===== src/rtl/tnmm_pkg.sv =====
`timescale 1ns / 1ps
`default_nettype none
// ----------------------------------------------------------------------------
// tnmm_pkg: shared types and constants of the top-n max/min tracker
// Holds the sequencer states, the list control group and the default sizes.
// ----------------------------------------------------------------------------
package tnmm_pkg;

   // defaults handed to the top-level parameters
   localparam int MAX_DEPTH_DEF    = 16;
   localparam int SAMPLE_WIDTH_DEF = 16;

   // fixed field widths
   localparam int COUNT_W = 32;
   localparam int RANK_W  = 4;
   localparam int CFG_W   = 5;

   // list size after reset
   localparam int LIST_SIZE_RST = 8;

   // sequencer states
   typedef enum logic [2:0] {
      ST_IDLE,
      ST_READ,
      ST_UPDATE,
      ST_APPEND,
      ST_QUERY,
      ST_WAIT
   } tnmm_state_type;

   // control of both sorted lists from the sequencer
   typedef struct packed {
      logic start;   // load the carry with the new sample
      logic rd;      // read both lists at the given address
      logic step;    // compare read entry, shift the carry through
      logic append;  // write the carry at the given address
   } tnmm_list_ctl_type;

endpackage : tnmm_pkg
`default_nettype wire


===== src/rtl/top_n_max_min_tracker.sv =====
`timescale 1ns / 1ps
`default_nettype none
// ----------------------------------------------------------------------------
// top_n_max_min_tracker: top-n largest and smallest values with running mean
// Keeps the list_size largest and smallest samples in sorted order, a running
// sum and a saturating count, and reports ranked values and the mean.
// ----------------------------------------------------------------------------
//  channel   direction  handshake             payload
//  req_      in         req_valid/req_stall   sample, query_rank
//  rsp_      out        rsp_valid/rsp_stall   ranked values, mean, count
//  csr_      in         csr_valid/csr_ready   list_size
//
//  A request walks both lists entry by entry (a read and an update state per
//  entry held), then appends and reads the ranked entry; the bit-serial divider
//  for the mean runs beside the walk, and the result waits for both to finish.
//  Reset is synchronous; then list_size is min(8, MAX_DEPTH), both lists empty.
//  A finished result waits in the output register while rsp_stall is high;
//  the next request is taken meanwhile but cannot finish until it drains.
// ----------------------------------------------------------------------------
module top_n_max_min_tracker #(
   parameter int MAX_DEPTH    = tnmm_pkg::MAX_DEPTH_DEF,
   parameter int SAMPLE_WIDTH = tnmm_pkg::SAMPLE_WIDTH_DEF
) (
   input  wire  logic                             clock,
   input  wire  logic                             reset,

   input  wire  logic                             req_valid,
   output logic                                   req_stall,
   input  wire  logic signed [SAMPLE_WIDTH-1:0]   req_sample,
   input  wire  logic [tnmm_pkg::RANK_W-1:0]      req_query_rank,

   output logic                                   rsp_valid,
   input  wire  logic                             rsp_stall,
   output logic signed [SAMPLE_WIDTH-1:0]         rsp_largest_at_rank,
   output logic signed [SAMPLE_WIDTH-1:0]         rsp_smallest_at_rank,
   output logic                                   rsp_rank_valid,
   output logic signed [SAMPLE_WIDTH-1:0]         rsp_average,
   output logic [tnmm_pkg::COUNT_W-1:0]           rsp_sample_count,
   output logic                                   rsp_count_saturated,

   input  wire  logic                             csr_valid,
   output logic                                   csr_ready,
   input  wire  logic [tnmm_pkg::CFG_W-1:0]       csr_list_size
);

   import tnmm_pkg::*;

   localparam int ADDR_W   = (MAX_DEPTH > 1) ? $clog2(MAX_DEPTH) : 1;
   localparam int FILL_W   = $clog2(MAX_DEPTH + 1);
   localparam int SUM_W    = SAMPLE_WIDTH + COUNT_W;
   localparam int CMP_W    = RANK_W + FILL_W;
   localparam int SIZE_RST = (LIST_SIZE_RST > MAX_DEPTH) ? MAX_DEPTH : LIST_SIZE_RST;

   tnmm_state_type                 state_ff;
   tnmm_state_type                 state_in;
   tnmm_list_ctl_type              list_ctl;
   logic [ADDR_W-1:0]              list_addr;
   logic [ADDR_W-1:0]              idx_ff;
   logic [ADDR_W-1:0]              idx_in;
   logic [FILL_W-1:0]              fill_ff;
   logic [FILL_W-1:0]              fill_in;
   logic [FILL_W-1:0]              size_ff;
   logic [FILL_W-1:0]              size_in;
   logic signed [SUM_W-1:0]        sum_ff;
   logic signed [SUM_W-1:0]        sum_in;
   logic [COUNT_W-1:0]             count_ff;
   logic [COUNT_W-1:0]             count_in;
   logic signed [SAMPLE_WIDTH-1:0] sample_ff;
   logic [RANK_W-1:0]              rank_ff;
   logic                           req_take;
   logic                           csr_take;
   logic                           load;
   logic                           rank_ok;
   logic                           div_busy;
   logic signed [SUM_W-1:0]        div_quot;
   logic signed [SAMPLE_WIDTH-1:0] big_q;
   logic signed [SAMPLE_WIDTH-1:0] small_q;

   logic                           rsp_valid_ff;
   logic signed [SAMPLE_WIDTH-1:0] rsp_largest_ff;
   logic signed [SAMPLE_WIDTH-1:0] rsp_smallest_ff;
   logic                           rsp_rank_valid_ff;
   logic signed [SAMPLE_WIDTH-1:0] rsp_average_ff;
   logic [COUNT_W-1:0]             rsp_count_ff;
   logic                           rsp_sat_ff;

   // handshakes
   assign csr_ready = (state_ff == ST_IDLE);
   assign csr_take  = csr_valid && csr_ready;
   assign req_stall = (state_ff != ST_IDLE) || csr_valid;
   assign req_take  = req_valid && !req_stall;

   // list size clamped to the range 1 to the storage depth
   always_comb begin
      if (csr_list_size == '0) begin
         size_in = FILL_W'(1);
      end else if (int'(csr_list_size) > MAX_DEPTH) begin
         size_in = FILL_W'(MAX_DEPTH);
      end else begin
         size_in = FILL_W'(csr_list_size);
      end
   end

   // running sum and saturating count
   always_comb begin
      sum_in   = sum_ff;
      count_in = count_ff;
      if (count_ff != '1) begin
         sum_in   = sum_ff + {{(SUM_W - SAMPLE_WIDTH){req_sample[SAMPLE_WIDTH-1]}}, req_sample};
         count_in = count_ff + COUNT_W'(1);
      end
   end

   // sequencer next state
   always_comb begin
      state_in = state_ff;
      idx_in   = idx_ff;
      fill_in  = fill_ff;
      list_ctl = '0;
      list_addr = idx_ff;
      load     = 1'b0;
      case (state_ff)
         ST_IDLE: begin
            if (req_take) begin
               list_ctl.start = 1'b1;
               idx_in         = '0;
               state_in       = (fill_ff == '0) ? ST_APPEND : ST_READ;
            end
         end
         ST_READ: begin
            list_ctl.rd = 1'b1;
            state_in    = ST_UPDATE;
         end
         ST_UPDATE: begin
            list_ctl.step = 1'b1;
            if (FILL_W'(idx_ff) + FILL_W'(1) == fill_ff) begin
               state_in = ST_APPEND;
            end else begin
               idx_in   = idx_ff + ADDR_W'(1);
               state_in = ST_READ;
            end
         end
         ST_APPEND: begin
            list_addr = ADDR_W'(fill_ff);
            if (fill_ff < size_ff) begin
               list_ctl.append = 1'b1;
               fill_in         = fill_ff + FILL_W'(1);
            end
            state_in = ST_QUERY;
         end
         ST_QUERY: begin
            list_addr   = ADDR_W'(rank_ff);
            list_ctl.rd = 1'b1;
            state_in    = ST_WAIT;
         end
         ST_WAIT: begin
            if (!div_busy && (!rsp_valid_ff || !rsp_stall)) begin
               load     = 1'b1;
               state_in = ST_IDLE;
            end
         end
         default: begin
            state_in = ST_IDLE;
         end
      endcase
   end

   // sequencer and tracker state
   always_ff @(posedge clock) begin
      if (reset) begin
         state_ff <= ST_IDLE;
         idx_ff   <= '0;
         fill_ff  <= '0;
         size_ff  <= FILL_W'(SIZE_RST);
         sum_ff   <= '0;
         count_ff <= '0;
      end else begin
         state_ff <= state_in;
         idx_ff   <= idx_in;
         if (csr_take) begin
            size_ff  <= size_in;
            fill_ff  <= '0;
            sum_ff   <= '0;
            count_ff <= '0;
         end else begin
            fill_ff <= fill_in;
            if (req_take) begin
               sum_ff   <= sum_in;
               count_ff <= count_in;
            end
         end
      end
   end

   // request capture
   always_ff @(posedge clock) begin
      if (req_take) begin
         sample_ff <= req_sample;
         rank_ff   <= req_query_rank;
      end
   end

   // sorted lists
   tnmm_lists #(
      .MAX_DEPTH    (MAX_DEPTH),
      .SAMPLE_WIDTH (SAMPLE_WIDTH)
   ) u_lists (
      .clock      (clock),
      .reset      (reset),
      .ctl        (list_ctl),
      .addr       (list_addr),
      .sample     (req_take ? req_sample : sample_ff),
      .largest_q  (big_q),
      .smallest_q (small_q)
   );

   // mean of the samples so far, runs beside the list walk
   tnmm_div #(
      .DVD_W (SUM_W),
      .DVS_W (COUNT_W)
   ) u_div (
      .clock    (clock),
      .reset    (reset),
      .start    (req_take),
      .dividend (sum_in),
      .divisor  (count_in),
      .busy     (div_busy),
      .quotient (div_quot)
   );

   // rank check against the filled entries
   assign rank_ok = CMP_W'(rank_ff) < CMP_W'(fill_ff);

   // output register
   always_ff @(posedge clock) begin
      if (reset) begin
         rsp_valid_ff <= 1'b0;
      end else if (load) begin
         rsp_valid_ff <= 1'b1;
      end else if (!rsp_stall) begin
         rsp_valid_ff <= 1'b0;
      end
   end

   always_ff @(posedge clock) begin
      if (load) begin
         rsp_largest_ff    <= rank_ok ? big_q : '1;
         rsp_smallest_ff   <= rank_ok ? small_q : '1;
         rsp_rank_valid_ff <= rank_ok;
         rsp_average_ff    <= div_quot[SAMPLE_WIDTH-1:0];
         rsp_count_ff      <= count_ff;
         rsp_sat_ff        <= &count_ff;
      end
   end

   assign rsp_valid            = rsp_valid_ff;
   assign rsp_largest_at_rank  = rsp_largest_ff;
   assign rsp_smallest_at_rank = rsp_smallest_ff;
   assign rsp_rank_valid       = rsp_rank_valid_ff;
   assign rsp_average          = rsp_average_ff;
   assign rsp_sample_count     = rsp_count_ff;
   assign rsp_count_saturated  = rsp_sat_ff;

endmodule : top_n_max_min_tracker
`default_nettype wire


===== src/rtl/tnmm_div.sv =====
`timescale 1ns / 1ps
`default_nettype none
// ----------------------------------------------------------------------------
// tnmm_div: iterative signed-by-unsigned divider
// Restoring division, one quotient bit a cycle; quotient truncated toward zero.
// ----------------------------------------------------------------------------
module tnmm_div #(
   parameter int DVD_W = 48,
   parameter int DVS_W = 32
) (
   input  wire  logic                    clock,
   input  wire  logic                    reset,
   input  wire  logic                    start,
   input  wire  logic signed [DVD_W-1:0] dividend,
   input  wire  logic        [DVS_W-1:0] divisor,
   output logic                          busy,
   output logic signed [DVD_W-1:0]       quotient
);

   localparam int CNT_W = $clog2(DVD_W + 1);

   logic              busy_ff;
   logic              neg_ff;
   logic [DVD_W-1:0]  work_ff;
   logic [DVD_W-1:0]  work_in;
   logic [DVS_W-1:0]  rem_ff;
   logic [DVS_W-1:0]  rem_in;
   logic [DVS_W-1:0]  divisor_ff;
   logic [CNT_W-1:0]  cnt_ff;
   logic [DVS_W:0]    shifted;
   logic [DVS_W:0]    trial;

   // one restoring step
   always_comb begin
      shifted = {rem_ff, work_ff[DVD_W-1]};
      trial   = shifted - {1'b0, divisor_ff};
      if (!trial[DVS_W]) begin
         rem_in  = trial[DVS_W-1:0];
         work_in = {work_ff[DVD_W-2:0], 1'b1};
      end else begin
         rem_in  = shifted[DVS_W-1:0];
         work_in = {work_ff[DVD_W-2:0], 1'b0};
      end
   end

   // control
   always_ff @(posedge clock) begin
      if (reset) begin
         busy_ff <= 1'b0;
         cnt_ff  <= '0;
      end else if (start) begin
         busy_ff <= 1'b1;
         cnt_ff  <= CNT_W'(DVD_W);
      end else if (busy_ff) begin
         cnt_ff <= cnt_ff - CNT_W'(1);
         if (cnt_ff == CNT_W'(1)) begin
            busy_ff <= 1'b0;
         end
      end
   end

   // datapath, magnitude division
   always_ff @(posedge clock) begin
      if (start) begin
         neg_ff     <= dividend[DVD_W-1];
         work_ff    <= dividend[DVD_W-1] ? DVD_W'(-dividend) : DVD_W'(dividend);
         rem_ff     <= '0;
         divisor_ff <= divisor;
      end else if (busy_ff) begin
         work_ff <= work_in;
         rem_ff  <= rem_in;
      end
   end

   assign busy     = busy_ff;
   assign quotient = neg_ff ? -$signed(work_ff) : $signed(work_ff);

endmodule : tnmm_div
`default_nettype wire


===== src/rtl/tnmm_lists.sv =====
`timescale 1ns / 1ps
`default_nettype none
// ----------------------------------------------------------------------------
// tnmm_lists: descending and ascending sorted lists
// Two memories walked entry by entry; a carry register ripples the new sample
// in and pushes later entries down by one place.
// ----------------------------------------------------------------------------
module tnmm_lists #(
   parameter int MAX_DEPTH    = 16,
   parameter int SAMPLE_WIDTH = 16,
   parameter int ADDR_W       = (MAX_DEPTH > 1) ? $clog2(MAX_DEPTH) : 1
) (
   input  wire  logic                           clock,
   input  wire  logic                           reset,
   input  wire  tnmm_pkg::tnmm_list_ctl_type    ctl,
   input  wire  logic [ADDR_W-1:0]              addr,
   input  wire  logic signed [SAMPLE_WIDTH-1:0] sample,
   output logic signed [SAMPLE_WIDTH-1:0]       largest_q,
   output logic signed [SAMPLE_WIDTH-1:0]       smallest_q
);

   import tnmm_pkg::*;

   logic signed [SAMPLE_WIDTH-1:0] big_mem   [MAX_DEPTH];
   logic signed [SAMPLE_WIDTH-1:0] small_mem [MAX_DEPTH];

   logic signed [SAMPLE_WIDTH-1:0] big_rd_ff;
   logic signed [SAMPLE_WIDTH-1:0] small_rd_ff;
   logic signed [SAMPLE_WIDTH-1:0] big_carry_ff;
   logic signed [SAMPLE_WIDTH-1:0] small_carry_ff;
   logic                           big_ins_ff;
   logic                           small_ins_ff;
   logic                           big_take;
   logic                           small_take;

   // insertion point reached, or already passed
   assign big_take   = ctl.step && (big_ins_ff || (big_rd_ff < sample));
   assign small_take = ctl.step && (small_ins_ff || (small_rd_ff > sample));

   // memory ports
   always_ff @(posedge clock) begin
      if (ctl.rd) begin
         big_rd_ff   <= big_mem[addr];
         small_rd_ff <= small_mem[addr];
      end
      if (ctl.append || big_take) begin
         big_mem[addr] <= big_carry_ff;
      end
      if (ctl.append || small_take) begin
         small_mem[addr] <= small_carry_ff;
      end
   end

   // carry values
   always_ff @(posedge clock) begin
      if (ctl.start) begin
         big_carry_ff   <= sample;
         small_carry_ff <= sample;
      end else begin
         if (big_take) begin
            big_carry_ff <= big_rd_ff;
         end
         if (small_take) begin
            small_carry_ff <= small_rd_ff;
         end
      end
   end

   // insertion flags
   always_ff @(posedge clock) begin
      if (reset) begin
         big_ins_ff   <= 1'b0;
         small_ins_ff <= 1'b0;
      end else if (ctl.start) begin
         big_ins_ff   <= 1'b0;
         small_ins_ff <= 1'b0;
      end else begin
         if (big_take) begin
            big_ins_ff <= 1'b1;
         end
         if (small_take) begin
            small_ins_ff <= 1'b1;
         end
      end
   end

   assign largest_q  = big_rd_ff;
   assign smallest_q = small_rd_ff;

endmodule : tnmm_lists
`default_nettype wire

===== config.mk =====
export PLATFORM = sky130hd
export DESIGN_NAME = top_n_max_min_tracker
export DESIGN_NICKNAME = d
export VERILOG_FILES = /design/src/rtl/tnmm_pkg.sv /design/src/rtl/top_n_max_min_tracker.sv /design/src/rtl/tnmm_div.sv /design/src/rtl/tnmm_lists.sv
export SDC_FILE = /design/constraint.sdc
export NUM_CORES = 1
export LEC_CHECK = 0
export BUFFER_PORTS_ARGS = -buffer_cell sky130_fd_sc_hd__buf_4
export CORE_MARGIN = 1.5
export CORE_UTILIZATION = 55
export DETAILED_ROUTE_END_ITERATION = 10
export PLACE_DENSITY_LB_ADDON = 0.2
export SYNTH_ARGS = -nofsm -noshare
export SYNTH_HDL_FRONTEND = slang
export SYNTH_SLANG_ARGS = --single-unit

===== constraint.sdc =====
create_clock -name clock -period 6.2 [get_ports clock]
set_input_delay 0.62 -clock clock [delete_from_list [all_inputs] [get_ports clock]]
set_output_delay 0.62 -clock clock [all_outputs]
set_load 0.02 [all_outputs]

==> results of run 1 <==
-- state kept, by name, summed over array words and instances, names as in the netlist, 32 cells and up --
name,count
u_div.rem_ff,32
rsp_sample_count,32
u_lists.small_mem,256
u_lists.big_mem,256
count_ff,32
u_div.divisor_ff,32
u_div.work_ff,48
sum_ff,48
-- layer usage --
layer | wire (µm) | up-vias | GRT usage, %
li1 | - | 13800 | -
met5 | 0 | - | 0
met4 | 2530 | 0 | 6.46
met1 | 46600 | 14000 | 36.5
met2 | 48600 | 906 | 41.5
met3 | 5950 | 170 | 3.26
-- worst max-delay path: stages, from the launching register on --
cell and delay [ns]:
dfxtp_1 0.78, nor3_2 0.11, buf_4 0.21, nand2_4 0.10, buf_4 0.55, nand2_1 0.12, and2_1 0.21, ha_1 0.18
a21o_1 0.15, a21o_1 0.16, a221oi_1 0.27, o21ai_0 0.19, a221oi_1 0.30, o21ai_0 0.15, nor3b_1 0.17, o21ai_0 0.17
buf_4 0.18, nand2_1 0.16, nor2_2 0.66
-- area by class of cell --
type | instances | area, µm² | share of cell area, %
tap | 1040 | 1300 | 2.69
clock inverter | 60 | 643 | 1.33
clock buffer | 115 | 2490 | 5.15
inverter | 106 | 405 | 0.838
multi-input combinational | 2503 | 16800 | 34.7
timing repair buffer | 168 | 1310 | 2.71
sequential | 898 | 25400 | 52.5
-- through the flow --
stage | hold slack [ns] | setup slack (ns) | instance area, µm² | total power, mW | std cells
floorplan | 0.403 | 0.989 | 43300 | 11.9 | 3709
global placement | 0.435 | 1.11 | 45200 | 13.4 | 4715
detailed placement | 0.433 | 1.02 | 45200 | 13.5 | 4715
CTS | 0.111 | 0.996 | 48400 | 19.2 | 4890
global route | 0.114 | 0.510 | 48400 | 20.1 | 4890
finish | 0.146 | 0.970 | 48400 | 19.1 | 4890
-- cells by family (layout without fill, tap and decap cells) --
group / after synthesis / count (layout) / synth area share (%)
simple gates: 1067 / 1067 / 11.6
flops: 898 / 898 / 58.7
compound gates: 830 / 830 / 12.2
buf+inv: 308 / 449 / 2.81
mux: 303 / 303 / 7.39
xor+xnor: 176 / 176 / 3.56
fa+ha+maj: 127 / 127 / 3.71
-- power by group --
group,internal (mW),switching [mW],total [mW]
Combinational,2.01,3.11,5.12
Sequential,7.57,0.740,8.31
Clock,3.33,2.36,5.69
Total,12.9,6.22,19.1
-- cell usage in the layout (no fill, tap or decap), types with 13 or more instances in the layout --
| cell type | n |
|---|---|
| mux2i_1 | 172 |
| nor2_1 | 289 |
| ha_1 | 125 |
| o21a_1 | 21 |
| nand2_1 | 367 |
| a21oi_1 | 238 |
| or3_1 | 28 |
| a21o_1 | 39 |
| xnor2_1 | 103 |
| mux2_2 | 131 |
| inv_1 | 104 |
| buf_4 | 164 |
| nand3_1 | 52 |
| a31oi_1 | 19 |
| clkinv_2 | 18 |
| o31ai_1 | 13 |
| dfxtp_1 | 154 |
| o21ai_1 | 20 |
| and3_1 | 15 |
| and2_1 | 32 |
| a211oi_1 | 138 |
| edfxtp_1 | 743 |
| nand4_1 | 31 |
| clkbuf_1 | 16 |
| clkinv_1 | 18 |
| nor2b_1 | 18 |
| nand2b_1 | 19 |
| nor2_2 | 33 |
| nor3_1 | 67 |
| xor2_1 | 73 |
| or2_2 | 41 |
| nor3b_1 | 13 |
| clkbuf_16 | 95 |
| o21ai_0 | 206 |
-- path summary, 6_finish.rpt --
check                      startpoint                                to
max          state_ff[2]$_SDFFE_PP0P_  u_lists.big_mem[11][7]$_DFFE_PP_
min reg2reg     sample_ff[13]$_DFF_P_             sample_ff[13]$_DFF_P_
max reg2reg  state_ff[2]$_SDFFE_PP0P_  u_lists.big_mem[11][7]$_DFFE_PP_
min                 req_query_rank[1]              rank_ff[1]$_DFFE_PN_
==> flow_summary_export.csv, run 1 <==
group,metric,value,unit
run_status,outcome,"completed",
routing,wl_per_cell,21.2,µm
sta,report.final.slew_viol_count,0,
floorplan,num_rows,102,
power_and_ir_drop,ir_worst_vdd,248,µV
yosys,ys_ff_latch,898,
yosys,seq_area_frac_synth,58.7,%
sta,finalSetupTns,0,ns
worst_hold_path,hold_class,"primary input to flop",
clock_tree,clk_pin_slew,0.06,ns
clock_tree,cts_sinks,898,
yosys,synthDistinctLibCells,98,
run,max-cap-violations,0,
grt,grt_max_degree,173,
final_layout,fillers,6136,
routing,drc,0,
place,portBuffers,114,
sta,fin_crit,5.23,ns
critical_path,worst_ep_arrival_time,5.52,ns
sta,worst_pin_slew,1.12,ns
critical_path,crit_required,6.49,ns
clock_tree,cts-hold-fix-buffers,0,
final_layout,drive_gt1_share,14.9,%
yosys,avgSynthCellArea,11.7,µm²
routing,drtAntennaViolNets,0,
yosys,synthArstFlopShare,0,%
clock_tree,cts_setup_buffers,0,
critical_path,ff2ff_path_depth,18,
power_and_ir_drop,leakage,18.3,nW
sta,max-slew-margin-rel,25.3,%
sta,skew,0.0235,ns
critical_path,crit_path_end_kind,"flop",
floorplan,pin_count,115,
grt,antenna_found_initial,0,
grt,grt_pass1_wl,161000,µm
routing,first_iter_violations,2835,
clock_tree,cts_made_buffers,94,
floorplan,dieWidth,283,µm
yosys,synth_nets,3866,
yosys,synth_area_leaders,"edfxtp_1, dfxtp_1, mux2i_1",
grt,gr-total-overflow,0,
floorplan,initial_core_util,55.8,%
critical_path,path_max_fanout,63,
routing,wirelength,104000,µm
routing,vias_per_cell,5.92,
place,gp_congestion,0.929,
critical_path,criticalPathCategory,"flop to flop",
final_layout,nets,3928,
power_and_ir_drop,powerDensity,395,nW/µm²
routing,dr.pass1.iters,6,
yosys,netlist.area_leader.share,51.6,%
sta,setup-violations-final,0,
clock_tree,cts_resized,0,
clock_tree,cts_tree,"yes",
yosys,ys.flop_type,"edfxtp_1",
sta,hold_violations,0,
routing,vias,29000,
clock_tree,cts_max_level,3,
floorplan,die-area,80400,µm²
yosys,yosysWarningCount,0,
final_layout,antenna_cells,0,
yosys,synthDominantAreaCellType,"edfxtp_1",
clock_tree,clk_path_buf_depth,3,
sta,fmax,191,MHz
critical_path,r2r_setup_slack,0.97,ns
critical_path,start_kind,"flop",
final_layout,syn_to_final_growth,11.8,%
clock_tree,cts-root-buf,"clkbuf_16",
yosys,yosysMostFrequentCell,"edfxtp_1",
grt,gr-usage-all-layers,25.5,%
yosys,synth_edf_count,743,
yosys,netlist_instances,3709,
floorplan,die_h,283,µm
final_layout,utilization,62.3,%
yosys,synth_commonest_cells,"edfxtp_1, nand2_1, nor2_1",
worst_hold_path,hold_depth,1,
sta,fin_crit_sh,84.4,%
sta,rsz0062_at_grt,"false",
place,dp_hpwl,69400,µm
floorplan,coreArea,77600,µm²
yosys,netlist_area,43300,µm²
clock_tree,clk_latency,0.65,ns
grt,grt_pass1_vias,27700,
(Power assumes the default switching activity.)
==> inputs of run 2 (changes only) <==
==> constraint.sdc (replaced) <==
create_clock -name clock -period 5.4 [get_ports clock]
set_input_delay 0.54 -clock clock [delete_from_list [all_inputs] [get_ports clock]]
set_output_delay 0.54 -clock clock [all_outputs]
set_load 0.02 [all_outputs]
==> run 2 against run 1 <==
  * Register-to-register slack worse by 0.37 ns
  * Sequential share of layout area fell by 0.095 points
  * Count of clock-buffer cells in the layout is 3 lower
  * Largest cell class unchanged
==> flow_summary_export.csv, run 2 (synthesized netlist as in run 1, its figures left out) <==
group,metric,value,unit
grt,grt_max_degree,128,
floorplan,die-area,80400,µm²
final_layout,reg.largest.list,"u_lists.big_mem x256, u_lists.small_mem x256",
final_layout,fin_area,48500,µm²
sta,worst_pin_slew,1.17,ns
worst_hold_path,hold_class,"primary input to flop",
final_layout,drive_gt1_share,15.4,%
final_layout,fillers,6131,
grt,antenna_found_initial,3,
sta,setup_ws,0.595,ns
critical_path,criticalPathCategory,"flop to flop",
grt,busiest_layer,"met2",
place,place_area,45400,µm²
sta,rsz0062_at_grt,"false",
routing,wl_per_cell,21.3,µm
floorplan,dieWidth,283,µm
routing,vias,29100,
critical_path,start_kind,"flop",
sta,max-slew-margin-rel,21.7,%
clock_tree,cts_tree,"yes",
place,dp_hpwl,70100,µm
run_status,outcome,"completed",
routing,vias_per_cell,5.92,
run,max-cap-violations,0,
floorplan,die_h,283,µm
floorplan,initial_core_util,55.8,%
routing,dr.pass1.iters,6,
clock_tree,cts_resized,0,
sta,fin_hold_ws,0.0570,ns
critical_path,crit_path_end_kind,"flop",
clock_tree,cts_made_buffers,93,
sta,fin_crit,4.81,ns
sta,hold_violations,0,
sta,setup-violations-final,0,
place,gp_congestion,0.916,
clock_tree,cts-root-buf,"clkbuf_16",
final_layout,fin_cells,4913,
grt,gr-usage-all-layers,25.7,%
critical_path,worst_ep_arrival_time,5.07,ns
power_and_ir_drop,powerDensity,450,nW/µm²
routing,drc,0,
floorplan,coreArea,77600,µm²
grt,use_met1,35.2,%
critical_path,crit_required,5.67,ns
floorplan,pin_count,115,
grt,gr-total-overflow,0,
grt,grtUsageMet3,3.79,%
routing,first_iter_violations,2722,
power_and_ir_drop,p_total,21.8,mW
routing,wirelength,104000,µm
final_layout,nets,3948,
floorplan,num_rows,102,
place,dp_slack,0.478,ns
final_layout,seq_area,25400,µm²
clock_tree,clk_pin_slew,0.06,ns
sta,skew,0.0436,ns
final_layout,layout_common_cells,"edfxtp_1, nand2_1, nor2_1",
grt,use_met2,42.0,%
power_and_ir_drop,ir_worst_vdd,329,µV
routing,drtAntennaViolNets,0,
final_layout,syn_to_final_growth,12.0,%
clock_tree,clk_latency,0.67,ns
grt,grt_pass1_vias,27700,
power_and_ir_drop,leakage,18.4,nW
final_layout,final_common_cell,"edfxtp_1",
grt,grt_pass1_wl,161000,µm
sta,fin_crit_sh,89.0,%
clock_tree,cts_sinks,898,
clock_tree,cts_setup_buffers,0,
sta,finalSetupTns,0,ns
clock_tree,clk_path_buf_depth,3,
critical_path,path_max_fanout,32,
final_layout,multi_input_area,16800,µm²
sta,fmax,208,MHz
clock_tree,cts-hold-fix-buffers,0,
clock_tree,cts_max_level,3,
place,portBuffers,114,
place,dp.cells,4736,
final_layout,utilization,62.5,%
sta,report.final.slew_viol_count,0,
-- run 2: worst paths after layout --
path / from / to / slack [ns] / cells past startpoint
max: state_ff[0]$_SDFFE_PP0P_ / u_lists.small_mem[9][11]$_DFFE_PP_ / 0.59 / 18
min: req_query_rank[0] / rank_ff[0]$_DFFE_PN_ / 0.06 / 1
max reg2reg: state_ff[0]$_SDFFE_PP0P_ / u_lists.small_mem[9][11]$_DFFE_PP_ / 0.59 / 18
min reg2reg: sample_ff[13]$_DFF_P_ / sample_ff[13]$_DFF_P_ / 0.46 / 2
-- run 2: layer usage --
metal  part of all wire [%]  vias up
li1                       -    13900
met1                     43    14100
met2                     47      904
met3                    6.1      190
met4                    3.2        0
met5                      0        -
-- run 2: critical path: stages (launching register included) --
cell and delay, ns:
dfxtp_1 0.64, nor3_2 0.16, nand2_4 0.10, buf_4 0.34, nand2_1 0.08, and2_1 0.19
ha_1 0.29, nor2b_1 0.13, o21a_1 0.11, o21a_1 0.10, o21a_1 0.10, o21a_1 0.10
o21a_1 0.10, o21a_1 0.10, o21ai_0 0.08, a31oi_1 0.24, nand2b_1 0.31, nand3b_1 0.24
nor2_2 0.99
-- run 2: area by class of cell --
| type | instances | area share, % |
|---|---|---|
| timing repair buffer | 189 | 3.06 |
| multi-input combinational | 2503 | 34.7 |
| clock buffer | 112 | 5.06 |
| sequential | 898 | 52.4 |
| clock inverter | 63 | 1.23 |
| inverter | 106 | 0.837 |
| tap | 1040 | 2.69 |
| antenna | 2 | 0.0103 |
-- run 2: power by group --
group	leakage [nW]	switching (mW)	internal, mW
logic	8.97	3.60	2.32
registers	7.95	0.835	8.69
clock network	1.49	2.74	3.60
